$ cat config.mk
export PLATFORM = sky130hd
export DESIGN_NAME = ihp_ctrl
export DESIGN_NICKNAME = d
export VERILOG_FILES = /design/src/hw/rtl/ihp_pkg.sv /design/src/hw/rtl/ihp_ctrl.sv
export VERILOG_INCLUDE_DIRS = /design/src /design/src/hw/rtl
export SDC_FILE = /design/constraint.sdc
export NUM_CORES = 1
export LEC_CHECK = 0
export ABC_AREA = 1
export BUFFER_PORTS_ARGS = -buffer_cell sky130_fd_sc_hd__buf_2
export CAP_MARGIN = 15
export CORE_MARGIN = 5
export CORE_UTILIZATION = 47
export CTS_BUF_LIST = sky130_fd_sc_hd__clkbuf_2 sky130_fd_sc_hd__clkbuf_4 sky130_fd_sc_hd__clkbuf_8
export CTS_CLUSTER_SIZE = 30
export DETAILED_ROUTE_END_ITERATION = 10
export GPL_ROUTABILITY_DRIVEN = 1
export GPL_TIMING_DRIVEN = 0
export PLACE_DENSITY = 0.77
export SLEW_MARGIN = 0
export SYNTH_ARGS = -nofsm -noshare
export SYNTH_HDL_FRONTEND = slang
export SYNTH_SLANG_ARGS = --single-unit
export TNS_END_PERCENT = 30
$ cat constraint.sdc
create_clock -name clk -period 1.4 [get_ports clk]
set_clock_uncertainty 0.2 [all_clocks]
set_input_delay 0.21 -clock clk [delete_from_list [all_inputs] [get_ports clk]]
set_output_delay 0.21 -clock clk [all_outputs]
set_load 0.005 [all_outputs]
$ cat src/hw/rtl/indexed_min_heap_defines.svh
// Assertion macros shared by the indexed min-heap RTL.
`ifndef INDEXED_MIN_HEAP_DEFINES_SVH
`define INDEXED_MIN_HEAP_DEFINES_SVH
`ifndef SYNTHESIS
`define IHP_ASSERT_ALWAYS(lbl, expr) \
  lbl: assert property (@(posedge clk) disable iff (rst) (expr)) \
    else $error("indexed_min_heap assertion failed");
`define IHP_ASSERT_IMPLIES(lbl, ante, cons) \
  lbl: assert property (@(posedge clk) disable iff (rst) (ante) |-> (cons)) \
    else $error("indexed_min_heap assertion failed");
`define IHP_ASSERT_NEXT(lbl, ante, cons) \
  lbl: assert property (@(posedge clk) disable iff (rst) (ante) |=> (cons)) \
    else $error("indexed_min_heap assertion failed");
`else
`define IHP_ASSERT_ALWAYS(lbl, expr)
`define IHP_ASSERT_IMPLIES(lbl, ante, cons)
`define IHP_ASSERT_NEXT(lbl, ante, cons)
`endif
`endif

$ cat src/hw/rtl/ihp_pkg.sv
// Shared types and constants for the indexed min-heap.
`timescale 1ns / 1ps
package ihp_pkg;

  localparam int FUNC_W = 3;
  localparam int IDX_W  = 6;
  localparam int KEY_W  = 32;
  localparam int STAT_W = 2;
  localparam int CNT_W  = 7;

  typedef enum logic [FUNC_W-1:0] {
    FN_INSERT = 3'd0,
    FN_DELETE = 3'd1,
    FN_CHANGE = 3'd2,
    FN_DEC    = 3'd3,
    FN_INC    = 3'd4,
    FN_REMOVE = 3'd5,
    FN_QUERY  = 3'd6
  } func_t;

  typedef enum logic [STAT_W-1:0] {
    ST_OK       = 2'd0,
    ST_DUP_FULL = 2'd1,
    ST_EMPTY    = 2'd2,
    ST_ABSENT   = 2'd3
  } status_t;

  typedef enum logic [3:0] {
    OP_NONE,
    OP_CLR,
    OP_ACCEPT,
    OP_LOOK,
    OP_FETCH,
    OP_UP_RD,
    OP_UP_CMP,
    OP_RL_RD,
    OP_RL_GET,
    OP_DN_RD,
    OP_DN_CMP,
    OP_CLR_POS,
    OP_TOP_RD,
    OP_TOP_GET,
    OP_LOAD
  } op_t;

  typedef struct packed {
    op_t op;
  } dp_cmd_t;

  typedef struct packed {
    logic [FUNC_W-1:0] func;
    logic              lk_err;
    logic              last_hit;
    logic              k_gt1;
    logic              up_swap;
    logic              c_le_cnt;
    logic              dn_swap;
    logic              clr_done;
  } dp_status_t;

endpackage

$ cat src/hw/rtl/ihp_ctrl.sv
// Heap controller: sequences the reset clearing pass, lookup, sift-up, sift-down and result handoff.
`timescale 1ns / 1ps
`include "indexed_min_heap_defines.svh"
module ihp_ctrl import ihp_pkg::*; (
  input  logic       clk,
  input  logic       rst,
  input  logic       in_valid,
  output logic       in_ready,
  output logic       out_valid,
  input  logic       out_ready,
  input  dp_status_t st,
  output dp_cmd_t    cmd
);

  typedef enum logic [3:0] {
    S_CLR,
    S_IDLE,
    S_LOOK,
    S_FETCH,
    S_UP_RD,
    S_UP_CMP,
    S_RL_RD,
    S_RL_GET,
    S_DN_RD,
    S_DN_CMP,
    S_CLR_POS,
    S_TOP_RD,
    S_TOP_GET,
    S_FINISH
  } state_t;

  state_t state, state_next, up_exit, dn_exit;

  assign in_ready = (state == S_IDLE);

  always_comb begin
    unique case (st.func)
      FN_CHANGE: up_exit = S_DN_RD;
      FN_REMOVE: up_exit = S_RL_RD;
      default:   up_exit = S_TOP_RD;
    endcase
    unique case (st.func)
      FN_DELETE, FN_REMOVE: dn_exit = S_CLR_POS;
      default:              dn_exit = S_TOP_RD;
    endcase
  end

  always_comb begin
    state_next = state;
    cmd.op     = OP_NONE;
    unique case (state)
      S_CLR: begin
        cmd.op = OP_CLR;
        if (st.clr_done) begin
          state_next = S_IDLE;
        end
      end
      S_IDLE: begin
        if (in_valid) begin
          cmd.op     = OP_ACCEPT;
          state_next = S_LOOK;
        end
      end
      S_LOOK: begin
        cmd.op = OP_LOOK;
        if (st.lk_err) begin
          state_next = S_TOP_RD;
        end else begin
          unique case (st.func)
            FN_INSERT, FN_CHANGE, FN_DEC: state_next = S_UP_RD;
            FN_DELETE, FN_INC:            state_next = S_DN_RD;
            FN_REMOVE, FN_QUERY:          state_next = S_FETCH;
            default:                      state_next = S_TOP_RD;
          endcase
        end
      end
      S_FETCH: begin
        cmd.op = OP_FETCH;
        if (st.func != FN_REMOVE) begin
          state_next = S_TOP_RD;
        end else if (st.last_hit) begin
          state_next = S_CLR_POS;
        end else begin
          state_next = S_UP_RD;
        end
      end
      S_UP_RD: begin
        cmd.op     = OP_UP_RD;
        state_next = st.k_gt1 ? S_UP_CMP : up_exit;
      end
      S_UP_CMP: begin
        cmd.op     = OP_UP_CMP;
        state_next = st.up_swap ? S_UP_RD : up_exit;
      end
      S_RL_RD: begin
        cmd.op     = OP_RL_RD;
        state_next = S_RL_GET;
      end
      S_RL_GET: begin
        cmd.op     = OP_RL_GET;
        state_next = S_DN_RD;
      end
      S_DN_RD: begin
        cmd.op     = OP_DN_RD;
        state_next = st.c_le_cnt ? S_DN_CMP : dn_exit;
      end
      S_DN_CMP: begin
        cmd.op     = OP_DN_CMP;
        state_next = st.dn_swap ? S_DN_RD : dn_exit;
      end
      S_CLR_POS: begin
        cmd.op     = OP_CLR_POS;
        state_next = S_TOP_RD;
      end
      S_TOP_RD: begin
        cmd.op     = OP_TOP_RD;
        state_next = S_TOP_GET;
      end
      S_TOP_GET: begin
        cmd.op     = OP_TOP_GET;
        state_next = S_FINISH;
      end
      S_FINISH: begin
        if (!out_valid || out_ready) begin
          cmd.op     = OP_LOAD;
          state_next = S_IDLE;
        end
      end
      default: state_next = S_CLR;
    endcase
  end

  always_ff @(posedge clk) begin
    if (rst) begin
      state     <= S_CLR;
      out_valid <= 1'b0;
    end else begin
      state <= state_next;
      if (cmd.op == OP_LOAD) begin
        out_valid <= 1'b1;
      end else if (out_ready) begin
        out_valid <= 1'b0;
      end
    end
  end

  `IHP_ASSERT_NEXT(a_accept_look, in_valid && in_ready, state == S_LOOK)
  `IHP_ASSERT_NEXT(a_load_valid, cmd.op == OP_LOAD, out_valid)
  `IHP_ASSERT_NEXT(a_finish_waits, (state == S_FINISH) && out_valid && !out_ready,
                   state == S_FINISH)

endmodule

==> results.tsv <==
stage	metric	value	unit
sta	Final Hold Fails	0	
logic_synthesis	Top FF cell, synth	dfxtp_1	
worst_setup_path	worst-path maximum fanout	4	
layout	ANT cells	0	
logic_synthesis	top-area cell type share of the netlist area	21.1	%
sta	Tmin final	1.78	ns
detailed_routing	number of remaining DRC errors	0	
grt	total congestion overflow	0	
sta	Worst Slack Setup Final	-0.378	ns
layout	Nets	171	
worst_hold_path	hold path cells	4	
worst_setup_path	Worst Path Required	0.99	ns
logic_synthesis	most instantiated library cell after synthesis	nand2_1	
die	die footprint	0.00220	mm^2
worst_setup_path	Worst Path Arrival	1.37	ns
worst_setup_path	startpoint types	flip-flop	
run	Max-Cap Viols	0	
logic_synthesis	Syn. warnings	0	
layout	Layout fillers	124	
sta	Final Hold Slack	0.119	ns
worst_setup_path	reg2reg path depth	9	
die	Rows	13	
sta	Slew @ Worst Pin	0.349	ns
sta	Final Max Tran Viols	0	
power_and_ir_drop	Worst VDD drop	0.000982	V
clock_tree	htree depth	1	
layout	layout cells sized above 1	33.3	%
logic_synthesis	Commonest cells post-synth	nand2_1 (36), inv_1 (26), nor2_1 (18)	
detailed_routing	DRT Pass-1 Iters	4	
outcome	status	finished with violations	
clock_tree	root buffer cell	clkbuf_4	
logic_synthesis	synthesized area per cell	5.04	um^2
sta	Rel. slew slack	76.7	%
logic_synthesis	Synth async-reset ratio	0	%
logic_synthesis	flops & latches, synth	5	
logic_synthesis	Post-synth EDFFs	0	
sta	RSZ-0062 raised after global routing	true	
clock_tree	Clock transition at path regs	0.04	ns
power_and_ir_drop	LEAKAGE	0.521	nW
grt	vias in the first global route	722	
grt	global-route wire length before repair	2950	um
place	Placed Instances	161	
logic_synthesis	Gate Count Post-Synth	127	
grt	Tot GR Track Use	18.7	%
clock_tree	CTS tree	done	
die	die height	46.9	um
grt	largest net degree at the start of global routing	7	
outcome	failing checks	negative setup slack	
sta	final setup violation count	9	
worst_setup_path	critical path type	flip-flop to primary output	
logic_synthesis	Syn Std Cell Area	641	um^2
clock_tree	CTS sink cnt	5	
logic_synthesis	ranking of synthesized cells by area	nand2_1 (21%), dfxtp_1 (16%), inv_1 (15%)	
detailed_routing	WL final	1940	um
logic_synthesis	syn_nets	141	
die	die width	46.9	um
clock_tree	CTS buffer count	3	
logic_synthesis	post-synthesis sequential area ratio	15.6	%
logic_synthesis	Synth cell types	17	
place	dpl hpwl	1440	um
place	gpl congestion	0.908	
power_and_ir_drop	pwr/cell area	1300	mW/mm^2
sta	Tcrit/Tclk final	127	%
detailed_routing	DRT antenna net count	0	
clock_tree	Worst-Skew Late Latency	0.23	ns
sta	Fmax	563	MHz
clock_tree	Max Buffers Root-to-Sink	2	
layout	area delta synth->final	42.0	%
detailed_routing	DR vias/cell	5.19	
die	Core Region	0.00130	mm^2
detailed_routing	Via Count	887	
detailed_routing	initial drt markers	39	
layout	final std cells w/o fill	171	
detailed_routing	Routed WL per cell	11.3	um
grt	initial antenna violation count	0	
worst_setup_path	crit path capture type	primary output	
logic_synthesis	post-synth top area cell	nand2_1	
place	Port Buffer Count	19	
worst_hold_path	Min-Delay Path Class	input pin to flip-flop	
die	initial core utilization	49.2	%
die	Ports	20	
==> cells in the final DEF (no fill, tap or decap), types with 3 or more instances in the layout <==
cell,instances
buf_2,19
nor2_4,3
buf_4,5
nand2_1,30
inv_1,24
a21oi_1,6
nand2_2,5
o21ai_0,4
inv_4,3
clkbuf_4,4
nor3_1,4
nor2_1,15
nand4_1,3
nand3_1,9
dfxtp_4,4
==> final timing paths <==
| path | startpoint | to | slack, ns |
|---|---|---|---|
| worst max-delay path | state[1]$_SDFFE_PP0P_ | cmd[2] | -0.38 |
| worst min-delay path | out_ready | out_valid$_SDFFE_PP0P_ | 0.12 |
| worst min register to register | out_valid$_SDFFE_PP0P_ | out_valid$_SDFFE_PP0P_ | 0.35 |
| worst max register to register | state[1]$_SDFFE_PP0P_ | state[2]$_SDFFE_PP0P_ | -0.20 |
==> registers in the layout (all words and copies together) (netlist names) <==
| name | count |
|---|---|
| state | 4 |
| out_valid | 1 |
==> per-layer routing <==
layer,GRT usage (%),wire length [um]
met5,0,0
met3,1.15,100
met2,30.6,935
met4,11.0,40
met1,23.8,859
==> through the flow <==
step / power (W) / worst slack [ns] / TNS (ns) / utilization, % / cell area (um^2)
floorplan: 0.000658 / 0.000821 / 0 / - / 641
global placement: 0.000825 / -0.218 / -0.920 / 58.0 / 754
detailed placement: 0.000846 / -0.266 / -1.11 / 58.0 / 754
CTS: 0.00111 / -0.306 / -1.28 / 67.1 / 873
global route: 0.00130 / -0.459 / -2.41 / 69.9 / 910
finish: 0.00118 / -0.378 / -1.66 / 69.9 / 910
==> final cells by class <==
type | instances | area, um^2 | area share, %
clock buffer | 4 | 30.0 | 3.30
inverter | 28 | 113 | 12.4
multi-input combinational | 94 | 490 | 53.9
sequential | 5 | 115 | 12.7
tap | 15 | 18.8 | 2.06
timing repair buffer | 25 | 143 | 15.7
==> worst max-delay path, cell delays in order (launching register included) <==
cell and delay, ns:
dfxtp_4 0.35, buf_4 0.14, nor2_4 0.11, inv_1 0.08
o21ai_1 0.16, a21oi_2 0.07, o2111ai_1 0.08, buf_2 0.14
==> timing repair <==
action	in CTS	in global routing
setup buffers	4	1
resized for setup	22	8
hold buffers	1	0
pin swaps	4	1
setup endpoints to repair	9	9
hold endpoints to repair	4	0
==> power breakdown <==
part           total (W)  switching, W  internal (W)
Clock           0.000179     0.0000519      0.000127
Combinational   0.000732      0.000430      0.000302
Sequential      0.000270     0.0000742      0.000196
Total            0.00118      0.000556      0.000624
==> kinds of logic (layout without fill, tap and decap cells) <==
group                  after synthesis  count (layout)  share of synthesized area, %
AND/OR/NAND/NOR                     75              75                          50.8
buffers and inverters               28              57                          16.4
AO/OA/AOI/OAI                       19              19                          17.2
flip-flops                           5               5                          15.6
No activity file was read; power rests on OpenSTA's default activity.
